File: config.mk
export PLATFORM = sky130hd
export DESIGN_NAME = ascii_coordinate_frame_parser_flat
export DESIGN_NICKNAME = d
export VERILOG_FILES = /design/src/hdl/acfp_pkg.sv /design/src/hdl/acfp_req_if.sv /design/src/hdl/acfp_rsp_if.sv /design/src/hdl/acfp_csr_if.sv /design/src/hdl/ascii_coordinate_frame_parser.sv /design/src/hdl/acfp_in_stage.sv /design/src/hdl/acfp_decode.sv /design/src/flat_wrapper.sv
export VERILOG_INCLUDE_DIRS = /design/src /design/src/hdl
export SDC_FILE = /design/constraint.sdc
export NUM_CORES = 1
export LEC_CHECK = 0
export ABC_AREA = 0
export BUFFER_PORTS_ARGS = -buffer_cell sky130_fd_sc_hd__buf_4
export CAP_MARGIN = 20
export CORE_ASPECT_RATIO = 1.1
export CORE_UTILIZATION = 58
export CTS_CLUSTER_DIAMETER = 60
export DETAILED_ROUTE_END_ITERATION = 6
export GPL_ROUTABILITY_DRIVEN = 0
export PLACE_DENSITY_LB_ADDON = 0.05
export RECOVER_POWER = 25
export REMOVE_ABC_BUFFERS = 1
export SLEW_MARGIN = 20
export SYNTH_ARGS = -nofsm -noshare
export SYNTH_HDL_FRONTEND = slang
export SYNTH_SLANG_ARGS = --single-unit
export TNS_END_PERCENT = 5
File: constraint.sdc
create_clock -name clock -period 5.6 [get_ports clock]
set_input_delay 0.28 -clock clock [delete_from_list [all_inputs] [get_ports clock]]
set_output_delay 0.28 -clock clock [all_outputs]
set_load 0.05 [all_outputs]
File: src/hdl/ascii_coordinate_frame_parser_defines.svh
// Assertion macros for the coordinate frame parser.
`ifndef ASCII_COORDINATE_FRAME_PARSER_DEFINES_SVH
`define ASCII_COORDINATE_FRAME_PARSER_DEFINES_SVH

// Check a consequent in the same cycle as its antecedent.
`define ACFP_ASSERT_NOW(lbl, clk, rst, ante, cons, msg) \
   lbl: assert property (@(posedge clk) disable iff (rst) (ante) |-> (cons)) \
      else $error(msg);

// Check a consequent in the cycle after its antecedent.
`define ACFP_ASSERT_NEXT(lbl, clk, rst, ante, cons, msg) \
   lbl: assert property (@(posedge clk) disable iff (rst) (ante) |=> (cons)) \
      else $error(msg);

`endif

File: src/hdl/acfp_pkg.sv
// Shared types and constants of the coordinate frame parser.
package acfp_pkg;

   localparam logic [7:0] HDR_LINE  = 8'h73;
   localparam logic [7:0] HDR_QR    = 8'h66;
   localparam logic [7:0] HDR_BLOB  = 8'h62;
   localparam logic [15:0] ZERO_CHAR = 16'd48;
   localparam logic [15:0] HUNDRED   = 16'd100;
   localparam logic [15:0] TEN       = 16'd10;

   localparam logic [1:0] MODE_IDLE = 2'd0;
   localparam logic [1:0] MODE_LINE = 2'd1;
   localparam logic [1:0] MODE_QR   = 2'd2;
   localparam logic [1:0] MODE_BLOB = 2'd3;
   localparam logic [1:0] MODE_RESET = MODE_LINE;

   localparam logic [2:0] KIND_LINE_X = 3'd0;
   localparam logic [2:0] KIND_LINE_Y = 3'd1;
   localparam logic [2:0] KIND_BLOB_X = 3'd2;
   localparam logic [2:0] KIND_BLOB_Y = 3'd3;
   localparam logic [2:0] KIND_QR     = 3'd4;

   localparam logic [3:0] POS_WAIT    = 4'd0;
   localparam logic [3:0] POS_1       = 4'd1;
   localparam logic [3:0] POS_2       = 4'd2;
   localparam logic [3:0] POS_3       = 4'd3;
   localparam logic [3:0] POS_4       = 4'd4;
   localparam logic [3:0] POS_5       = 4'd5;
   localparam logic [3:0] POS_6       = 4'd6;
   localparam logic [3:0] POS_7       = 4'd7;
   localparam logic [3:0] POS_QR_DONE = 4'd8;

   localparam logic [2:0] QR_LAST_INDEX = 3'd5;

   typedef struct packed {
      logic       valid;
      logic [7:0] rx_byte;
   } stage_type;

   typedef struct packed {
      logic        valid;
      logic [2:0]  value_kind;
      logic [2:0]  digit_index;
      logic [15:0] value;
   } result_type;

endpackage

File: src/hdl/acfp_req_if.sv
// Byte input channel.
interface acfp_req_if;
   logic       valid;
   logic       ready;
   logic [7:0] rx_byte;

   modport source (output valid, output rx_byte, input ready);
   modport sink (input valid, input rx_byte, output ready);
endinterface

File: src/hdl/acfp_rsp_if.sv
// Result output channel.
interface acfp_rsp_if;
   logic               valid;
   logic               ready;
   logic [2:0]         value_kind;
   logic [2:0]         digit_index;
   logic signed [15:0] value;

   modport source (output valid, output value_kind, output digit_index, output value,
                   input ready);
   modport sink (input valid, input value_kind, input digit_index, input value,
                 output ready);
endinterface

File: src/hdl/acfp_csr_if.sv
// Parse mode write channel.
interface acfp_csr_if;
   logic       valid;
   logic       ready;
   logic [1:0] parse_mode;

   modport source (output valid, output parse_mode, input ready);
   modport sink (input valid, input parse_mode, output ready);
endinterface

File: src/hdl/ascii_coordinate_frame_parser.sv
// Top level of the ASCII coordinate frame parser.
// Each accepted byte is registered in the input register, and its result is
// registered in the result register. One byte per cycle is taken while results
// drain; a waiting result stalls the input once the input register holds a byte.
// Reset: parse mode returns to line coordinates, the frame waits for a header,
// the partial coordinate clears and both pipeline registers empty.
module ascii_coordinate_frame_parser (
   input  logic        clock,
   input  logic        reset,
   acfp_req_if.sink    req_channel,
   acfp_rsp_if.source  rsp_channel,
   acfp_csr_if.sink    csr_channel
);

   logic                 [1:0] mode_ff;
   logic                 [1:0] mode_in;
   logic                 advance;
   acfp_pkg::stage_type  stage;
   acfp_pkg::result_type result;

   assign csr_channel.ready = 1'b1;

   always_comb begin
      mode_in = mode_ff;
      if (csr_channel.valid) begin
         mode_in = csr_channel.parse_mode;
      end
   end

   always_ff @(posedge clock) begin
      if (reset) begin
         mode_ff <= acfp_pkg::MODE_RESET;
      end else begin
         mode_ff <= mode_in;
      end
   end

   acfp_in_stage u_in_stage (
      .clock       (clock),
      .reset       (reset),
      .req_valid   (req_channel.valid),
      .req_rx_byte (req_channel.rx_byte),
      .req_ready   (req_channel.ready),
      .advance     (advance),
      .stage       (stage)
   );

   acfp_decode u_decode (
      .clock     (clock),
      .reset     (reset),
      .mode      (mode_ff),
      .stage     (stage),
      .advance   (advance),
      .rsp_ready (rsp_channel.ready),
      .result    (result)
   );

   assign rsp_channel.valid       = result.valid;
   assign rsp_channel.value_kind  = result.value_kind;
   assign rsp_channel.digit_index = result.digit_index;
   assign rsp_channel.value       = result.value;

endmodule

File: src/hdl/acfp_in_stage.sv
// Input register that holds one byte while the result stage is stalled.
module acfp_in_stage (
   input  logic                 clock,
   input  logic                 reset,
   input  logic                 req_valid,
   input  logic [7:0]           req_rx_byte,
   output logic                 req_ready,
   input  logic                 advance,
   output acfp_pkg::stage_type  stage
);

   logic       valid_ff;
   logic       valid_in;
   logic [7:0] byte_ff;
   logic       take;

   assign req_ready = !valid_ff || advance;
   assign take      = req_valid && req_ready;

   always_comb begin
      valid_in = valid_ff;
      if (take) begin
         valid_in = 1'b1;
      end else if (advance) begin
         valid_in = 1'b0;
      end
   end

   always_ff @(posedge clock) begin
      if (reset) begin
         valid_ff <= 1'b0;
      end else begin
         valid_ff <= valid_in;
      end
   end

   always_ff @(posedge clock) begin
      if (take) begin
         byte_ff <= req_rx_byte;
      end
   end

   assign stage.valid   = valid_ff;
   assign stage.rx_byte = byte_ff;

endmodule

File: src/hdl/acfp_decode.sv
// Frame state tracking, digit accumulation and result register.
`include "ascii_coordinate_frame_parser_defines.svh"

module acfp_decode (
   input  logic                  clock,
   input  logic                  reset,
   input  logic [1:0]            mode,
   input  acfp_pkg::stage_type   stage,
   output logic                  advance,
   input  logic                  rsp_ready,
   output acfp_pkg::result_type  result
);

   logic [3:0]  pos_ff;
   logic [3:0]  pos_in;
   logic [15:0] part_ff;
   logic [15:0] part_in;
   logic        rsp_valid_ff;
   logic        rsp_valid_in;
   logic [2:0]  kind_ff;
   logic [2:0]  kind_in;
   logic [2:0]  index_ff;
   logic [2:0]  index_in;
   logic [15:0] value_ff;
   logic [15:0] value_in;
   logic        emit;
   logic        step;
   logic [15:0] digit;
   logic [15:0] digit_x100;
   logic [15:0] digit_x10;
   logic [7:0]  header;
   logic [2:0]  kind_x;
   logic [7:0]  b;

   assign advance    = !rsp_valid_ff || rsp_ready;
   assign step       = stage.valid && advance;
   assign b          = stage.rx_byte;
   assign digit      = {8'h00, b} - acfp_pkg::ZERO_CHAR;
   assign digit_x100 = 16'(digit * acfp_pkg::HUNDRED);
   assign digit_x10  = 16'(digit * acfp_pkg::TEN);
   assign header     = (mode == acfp_pkg::MODE_LINE) ? acfp_pkg::HDR_LINE : acfp_pkg::HDR_BLOB;
   assign kind_x     = (mode == acfp_pkg::MODE_LINE) ? acfp_pkg::KIND_LINE_X
                                                     : acfp_pkg::KIND_BLOB_X;

   always_comb begin
      pos_in   = pos_ff;
      part_in  = part_ff;
      emit     = 1'b0;
      kind_in  = kind_x;
      index_in = 3'd0;
      value_in = 16'(part_ff + digit);
      unique case (mode)
         acfp_pkg::MODE_LINE, acfp_pkg::MODE_BLOB: begin
            if (b == header) begin
               pos_in = acfp_pkg::POS_1;
            end else begin
               case (pos_ff)
                  acfp_pkg::POS_1, acfp_pkg::POS_4: begin
                     part_in = digit_x100;
                     pos_in  = pos_ff + 4'd1;
                  end
                  acfp_pkg::POS_2, acfp_pkg::POS_5: begin
                     part_in = 16'(part_ff + digit_x10);
                     pos_in  = pos_ff + 4'd1;
                  end
                  acfp_pkg::POS_3: begin
                     part_in = value_in;
                     pos_in  = acfp_pkg::POS_4;
                     emit    = 1'b1;
                  end
                  acfp_pkg::POS_6: begin
                     part_in = value_in;
                     pos_in  = acfp_pkg::POS_WAIT;
                     emit    = 1'b1;
                     kind_in = kind_x + 3'd1;
                  end
                  default: begin
                     pos_in = acfp_pkg::POS_WAIT;
                  end
               endcase
            end
         end
         acfp_pkg::MODE_QR: begin
            kind_in  = acfp_pkg::KIND_QR;
            value_in = digit;
            if (b == acfp_pkg::HDR_QR) begin
               pos_in = acfp_pkg::POS_1;
            end else begin
               case (pos_ff)
                  acfp_pkg::POS_1, acfp_pkg::POS_2, acfp_pkg::POS_3: begin
                     index_in = 3'(pos_ff - 4'd1);
                     pos_in   = pos_ff + 4'd1;
                     emit     = 1'b1;
                  end
                  acfp_pkg::POS_4: begin
                     pos_in = acfp_pkg::POS_5;
                  end
                  acfp_pkg::POS_5, acfp_pkg::POS_6, acfp_pkg::POS_7: begin
                     index_in = 3'(pos_ff - 4'd2);
                     pos_in   = pos_ff + 4'd1;
                     emit     = 1'b1;
                  end
                  default: begin
                     pos_in = acfp_pkg::POS_WAIT;
                  end
               endcase
            end
         end
         default: begin
            pos_in = pos_ff;
         end
      endcase
   end

   always_comb begin
      rsp_valid_in = rsp_valid_ff;
      if (advance) begin
         rsp_valid_in = step && emit;
      end
   end

   always_ff @(posedge clock) begin
      if (reset) begin
         pos_ff       <= acfp_pkg::POS_WAIT;
         part_ff      <= 16'd0;
         rsp_valid_ff <= 1'b0;
      end else begin
         rsp_valid_ff <= rsp_valid_in;
         if (step) begin
            pos_ff  <= pos_in;
            part_ff <= part_in;
         end
      end
   end

   always_ff @(posedge clock) begin
      if (step && emit) begin
         kind_ff  <= kind_in;
         index_ff <= index_in;
         value_ff <= value_in;
      end
   end

   assign result.valid       = rsp_valid_ff;
   assign result.value_kind  = kind_ff;
   assign result.digit_index = index_ff;
   assign result.value       = value_ff;

   `ACFP_ASSERT_NOW(pos_bound_a, clock, reset, 1'b1, pos_ff <= acfp_pkg::POS_QR_DONE, "position out of range")
   `ACFP_ASSERT_NOW(qr_index_a, clock, reset, rsp_valid_ff && kind_ff == acfp_pkg::KIND_QR, index_ff <= acfp_pkg::QR_LAST_INDEX, "QR digit index out of range")
   `ACFP_ASSERT_NOW(coord_index_a, clock, reset, rsp_valid_ff && kind_ff != acfp_pkg::KIND_QR, index_ff == 3'd0, "coordinate with nonzero index")
   `ACFP_ASSERT_NEXT(idle_hold_a, clock, reset, step && mode == acfp_pkg::MODE_IDLE, $stable(pos_ff) && $stable(part_ff), "idle mode changed frame state")
   `ACFP_ASSERT_NEXT(y_done_a, clock, reset, step && emit && (kind_in == acfp_pkg::KIND_LINE_Y || kind_in == acfp_pkg::KIND_BLOB_Y), pos_ff == acfp_pkg::POS_WAIT, "frame not closed after Y")

endmodule
File: src/flat_wrapper.sv
// flat-port wrapper written by rule: the top's interface ports become plain ports
module ascii_coordinate_frame_parser_flat 
  (clock, reset, req_channel_valid, req_channel_rx_byte, req_channel_ready, rsp_channel_valid, rsp_channel_value_kind, rsp_channel_digit_index, rsp_channel_value, rsp_channel_ready, csr_channel_valid, csr_channel_parse_mode, csr_channel_ready);
  acfp_req_if req_channel_i ();
  acfp_rsp_if rsp_channel_i ();
  acfp_csr_if csr_channel_i ();
  input  logic clock;
  input  logic reset;
  input wire logic [$bits(req_channel_i.valid)-1:0] req_channel_valid;
  input wire logic [$bits(req_channel_i.rx_byte)-1:0] req_channel_rx_byte;
  output wire logic [$bits(req_channel_i.ready)-1:0] req_channel_ready;
  output wire logic [$bits(rsp_channel_i.valid)-1:0] rsp_channel_valid;
  output wire logic [$bits(rsp_channel_i.value_kind)-1:0] rsp_channel_value_kind;
  output wire logic [$bits(rsp_channel_i.digit_index)-1:0] rsp_channel_digit_index;
  output wire logic [$bits(rsp_channel_i.value)-1:0] rsp_channel_value;
  input wire logic [$bits(rsp_channel_i.ready)-1:0] rsp_channel_ready;
  input wire logic [$bits(csr_channel_i.valid)-1:0] csr_channel_valid;
  input wire logic [$bits(csr_channel_i.parse_mode)-1:0] csr_channel_parse_mode;
  output wire logic [$bits(csr_channel_i.ready)-1:0] csr_channel_ready;
  assign req_channel_i.valid = req_channel_valid;
  assign req_channel_i.rx_byte = req_channel_rx_byte;
  assign req_channel_ready = req_channel_i.ready;
  assign rsp_channel_valid = rsp_channel_i.valid;
  assign rsp_channel_value_kind = rsp_channel_i.value_kind;
  assign rsp_channel_digit_index = rsp_channel_i.digit_index;
  assign rsp_channel_value = rsp_channel_i.value;
  assign rsp_channel_i.ready = rsp_channel_ready;
  assign csr_channel_i.valid = csr_channel_valid;
  assign csr_channel_i.parse_mode = csr_channel_parse_mode;
  assign csr_channel_ready = csr_channel_i.ready;
  ascii_coordinate_frame_parser u_core (.clock(clock), .reset(reset), .req_channel(req_channel_i), .rsp_channel(rsp_channel_i), .csr_channel(csr_channel_i));
endmodule
# --- Yosys cells after proc, flatten, opt, wreduce, memory -nomap -nowiden ---
# Index checks and enable logic that the tools add are counted.
# W data, S select, Z words.
totals:
  ff_bits: 54
  inputBits: 15
  output_inout_bits: 25
  wordCells: 73
classes:
  add_sub_neg: 7
  n_mul: 2
  eq_ne: 12
  n_mux: 20
  bitwise_logic: 2
  reduce_logical: 21
op_table:
  columns: ["operator", "count"]
  rows:
  - ["$pmux W16 S3", 1]
  - ["$add A16 B16 Y16", 2]
  - ["$pmux W4 S2", 3]
  - ["$eq A4 B3 Y1 const B", 4]
  - ["$mul A16 B3 Y15 const B", 1]
  - ["$mul A16 B5 Y14 const B", 1]
  - ["$mux W16", 1]
  - ["$pmux W3 S2", 2]
  - ["$reduce_or A2 Y1", 5]
  - ["$sub A8 B6 Y9 const B", 1]
  - ["$eq A4 B2 Y1 const B", 2]
  - ["$eq A8 B7 Y1", 1]
  - ["$eq A8 B7 Y1 const B", 1]
  - ["$mux W4", 2]
  - ["$mux W1", 6]
  - ["$mux W3", 2]
  - ["$reduce_or A3 Y1", 2]
  - ["$reduce_or A6 Y1", 1]
  - ["$mux W5", 1]
  - ["$add A4 B1 Y4 const B", 1]
  - ["$eq A2 B2 Y1 const B", 2]
  - ["$eq A4 B1 Y1 const B", 1]
  - ["$reduce_and A4 Y1", 1]
  - ["$reduce_bool A2 Y1", 2]
  - ["13 further kinds", 18]

# --- Longest topological paths before layout ---
logic_depth:
  depth_word: 6
  depth_mapped: 20
  mapped_depth_nobuf: 19

# --- Modules after synthesis ---
# A second synthesis with hierarchy kept.
hier_totals:
  hier_cells: 577
  area_unflattened_um2: 5367.6
by_module_without_submodules:
  columns: ["mod", "n_inst", "cells_each", "area_per_inst_um2", "seq_area_each_um2"]
  rows:
  - ["acfp_decode", 1, 555, 4984.8, 1081.0]
  - ["acfp_in_stage", 1, 14, 302.8, 260.2]
  - ["ascii_coordinate_frame_parser", 1, 8, 80.1, 40.0]

# --- Worst setup path before layout ---
# OpenSTA, ideal clock, no wires.
synth_path:
  path_kind: "flip-flop to flip-flop"
  start: "reg u_core.u_in_stage.byte_ff[4]"
  end: "reg u_core.u_decode.part_ff[13]"
  arrival_ns: 4.159
  setup_slack_ns: 1.322
  stages_incl_launch_ff: 21
  path_buffers: 1
  period_less_slack_ns: 4.278
  path_cell_list: "edfxtp_1 -> clkbuf_1 -> inv_1 -> ha_1 -> inv_1 -> ha_1 -> ha_1 -> nor2b_1 -> o21ai_0 -> a21boi_0 -> o21ai_0 -> nand2_1 -> xor2_1 -> ha_1 -> a21oi_1 -> o22ai_1 -> a311o_1 -> a21oi_1 -> xor2_1 -> o221ai_1 -> o221a_1"
synth_between:
  elab_chain_len: 4
  word_cells_on_any_way: 9
  cone_classes: "add/sub (3); mul (2); eq/ne (1); mux (1); bitwise (1); reduce/logical (1)"
synth_lines:
  columns: ["element", "line_no", "rtl"]
  rows:
  - ["start, declared", "acfp_in_stage.sv:14", "logic [7:0] byte_ff;"]
  - ["start signal, assigned", "acfp_in_stage.sv:39", "byte_ff <= req_rx_byte;"]
  - ["$sub A8 B6 Y9", "acfp_decode.sv:38", "assign digit = {8'h00, b} - acfp_pkg::ZERO_CHAR;"]
  - ["$mul A16 B3 Y15", "acfp_decode.sv:40", "assign digit_x10 = 16'(digit * acfp_pkg::TEN);"]
  - ["$add A16 B16 Y16", "acfp_decode.sv:63", "part_in = 16'(part_ff + digit_x10);"]
  - ["$pmux W16 S3", "acfp_decode.sv:57", "case (pos_ff)"]
  - ["end signal, assigned", "acfp_decode.sv:131", "part_ff <= part_in;"]
  - ["end, declared", "acfp_decode.sv:16", "logic [15:0] part_ff;"]
# Several ways; a longest one is shown, not always the timed one.
# A chain may end at the register's enable or synchronous reset.

# --- Final worst setup path ---
# Same ends and word-level chain as after synthesis.

==> run metrics <==
vias in the first global route=roughly 4,200; crit path max fanout=8; pwr dens=229.7 mW/mm2; CTS max path bufs=2; r2r worst-path depth=19; Die H=a little over 100 um; largest net degree at the start of global routing=30; net switching power=0.0005232 W; layout filler cell count=between 700 and 800; GRT Residual Overflow=0; Final Cycle Share=0.8608; Worst setup startpoint=u_core.u_in_stage.byte_ff[4]$_DFFE_PP_; Ant. Diodes=0; number of flops mapped to enable cells by yosys=30; Die W=between 90 and 100 um; setup_tns=0 ns; yosys warns=0; Starting Density=0.5969; clock sinks=54; Synth cell types=72; Cells after Synth=slightly below 600; FFs w/ async S/R, synth=0; Detail Route Antenna Nets=0; hold crit path type=primary input to register; drt via density=6.026; kind of critical path=register to register; Avg Inst Size Synth=9.134 um2; type of origin of the critical path=register; total wire length=between 10 and 15 mm; clock transition at the registers of the reported paths=0.09 ns; IO Count=40; CTS Root Cell=clkbuf_8; nets=719; Worst R2R End=u_core.u_decode.part_ff[13]$_SDFFE_PP0P_; clock latency on the worst-skew pair=0.32 ns; critical path data required time=between 5 and 6 ns; detailed placement HPWL=9.801 mm; status=finished clean; Setup Fix Bufs, Post-CTS=0; maximum vdd ir drop=236.5 uV; Placed Cells incl. Taps=slightly above 700; Residual DRC=0; part of the power in registers=0.338; Clk pwr share=0.169; Cell Count, Final, Fillers Out=724; Total GRT Usage=0.2703; RSZ-0062 raised after global routing=false; share of cells above drive strength 1=0.08689; PostCTS Resize Cnt=0; full die area=between 0.009 and 0.01 mm2; row count=36; Rel. slew slack=0.3133; Top FF cell, synth=edfxtp_1; Least-Margin Pin Slew=just over 1 ns; flop2flop setup slack=0.78 ns; Buffers on Ports=38; DR pass1 iterations=4; register area share after synthesis=0.2621; routed vias=between 4,000 and 5,000; leakage power=2.447 nW; max-slew violations=0; Hold Buf Count CTS=0; Pint=~0.00078 W; routed len/inst=16.94 um; flops & latches, synth=54; H-tree levels=2; DRT iter0 DRCs=262; Hold WS=between 0.15 and 0.2 ns; crit end category=register; Synth Cell Area=about 0.0053 mm2; TritonCTS Buffers=5; Sw Ratio=0.4022; Worst Setup EP=u_core.u_decode.part_ff[13]$_SDFFE_PP0P_; Final min period=between 4 and 5 ns; Final Hold Fails=0; fmax=0.2075 GHz; WP data arrival=5.03 ns; Max Cap Viol=0; Syn-to-layout area delta=7.479%; Core Area=between 0.008 and 0.009 mm2; TritonCTS clock tree=yes; commonest non-fill, non-tap cell in the layout=ha_1; worst r2r src=u_core.u_in_stage.byte_ff[4]$_DFFE_PP_; Power, Total=around 0.0013 W; clk_skew=0.01624 ns; Gate power share=0.493; initial antenna violation count=0; first-pass GRT wire length=20.02 mm; most frequent cells in the layout=84 x ha_1, 51 x inv_1, 47 x nor2_1, 34 x a21oi_1, 33 x nand2_1; Setup-failing EPs final=0
flip-flops by register name, summed over array words and instances (netlist names):
signal / cells
u_core.u_in_stage.byte_ff: 8
u_core.u_decode.part_ff: 16
u_core.u_decode.rsp_valid_ff: 1
u_core.u_in_stage.valid_ff: 1
u_core.u_decode.value_ff: 16
u_core.u_decode.index_ff: 3
u_core.mode_ff: 2
u_core.u_decode.pos_ff: 4
u_core.u_decode.kind_ff: 3
how the worst min path moves through the flow:
| stage | from | end | cells past startpoint |
|---|---|---|---|
| after floorplan | reset | u_core.u_decode.part_ff[0]$_SDFFE_PP0P_ | 1 |
| after global placement | req_channel_rx_byte[0] | u_core.u_in_stage.byte_ff[0]$_DFFE_PP_ | 1 |
| after detailed placement | req_channel_rx_byte[0] | u_core.u_in_stage.byte_ff[0]$_DFFE_PP_ | 1 |
| after CTS | req_channel_rx_byte[0] | u_core.u_in_stage.byte_ff[0]$_DFFE_PP_ | 1 |
| after global routing | req_channel_rx_byte[2] | u_core.u_in_stage.byte_ff[2]$_DFFE_PP_ | 1 |
| final | req_channel_rx_byte[5] | u_core.u_in_stage.byte_ff[5]$_DFFE_PP_ | 1 |
power groups by stage:
stage	Clock (W)	Sequential (W)	Combinational (W)
after CTS	0.000223	0.000440	0.000642
after global placement	0	0.000449	0.000618
after global routing	0.000236	0.000442	0.000721
after detailed placement	0	0.000449	0.000637
final	0.000220	0.000440	0.000641
after floorplan	0	0.000444	0.000484
per-stage QoR:
step | util | setup WS, ns | cell area, um2
2_1_floorplan | - | 1.389 | 5182
3_3_place_gp | 0.6380 | 0.9725 | 5633
3_5_place_dp | 0.6380 | 0.8264 | 5633
4_1_cts | 0.6478 | 0.8070 | 5719
5_1_grt | 0.6416 | 0.3698 | 5664
6_report | 0.6416 | 0.7796 | 5664
routing by layer:
metal  wire length (um)  share of wire  GRT usage  up-vias
li1                   -              -          -     2177
met1               5451           0.44     0.3381     2051
met2               5873           0.48     0.4791      123
met3                699          0.057    0.04241       12
met4                240          0.020    0.08402        0
met5                  0              0          0        -
Yosys cell counts (7+ instances only):
cell	number	area, um2
ha_1	84	1051
inv_1	51	191.4
nor2_1	47	176.4
a21oi_1	34	170.2
nand2_1	33	123.9
o21ai_0	31	155.2
edfxtp_1	30	900.9
xnor2_1	26	227.7
dfxtp_1	24	480.5
xor2_1	22	192.7
nand3_1	14	70.07
nor3_1	14	70.07
fa_1	11	220.2
clkbuf_1	10	37.54
mux2i_1	10	100.1
o211ai_1	10	75.07
a211oi_1	9	67.56
o21bai_1	7	52.55
logic make-up (layout without fill, tap and decap cells):
family	after synthesis	count (layout)	synth area share
compound gates	156	156	0.2082
simple gates	144	144	0.1318
fa+ha+maj	95	95	0.2412
buf+inv	67	100	0.05294
flops	54	54	0.2621
xor+xnor	48	48	0.07977
mux	12	12	0.02327
other cells	1	1	0.0007116
worst max-delay path: stages (launching register included):
cell	delay, ns
edfxtp_1	0.52
inv_1	0.29
ha_1	0.33
inv_1	0.21
ha_1	0.28
ha_1	0.35
nor2b_1	0.14
o21ai_0	0.22
a21boi_0	0.15
o21ai_0	0.23
nand2_1	0.10
xor2_1	0.14
ha_1	0.32
a21oi_1	0.21
o22ai_1	0.16
a311o_1	0.34
a21oi_1	0.19
xor2_1	0.16
o221ai_1	0.14
o221a_1	0.24
final cells by class:
class	instances	area, um2	share of cell area
repair buffers	41	251.5	0.04440
clock buffers	6	72.57	0.01281
multi-input cells	456	3611	0.6375
flip-flops and latches	54	1381	0.2439
clock inverters	2	13.76	0.002430
well taps	114	142.6	0.02518
inverters	51	191.4	0.03380
No activity file was read; power rests on OpenSTA's default activity.
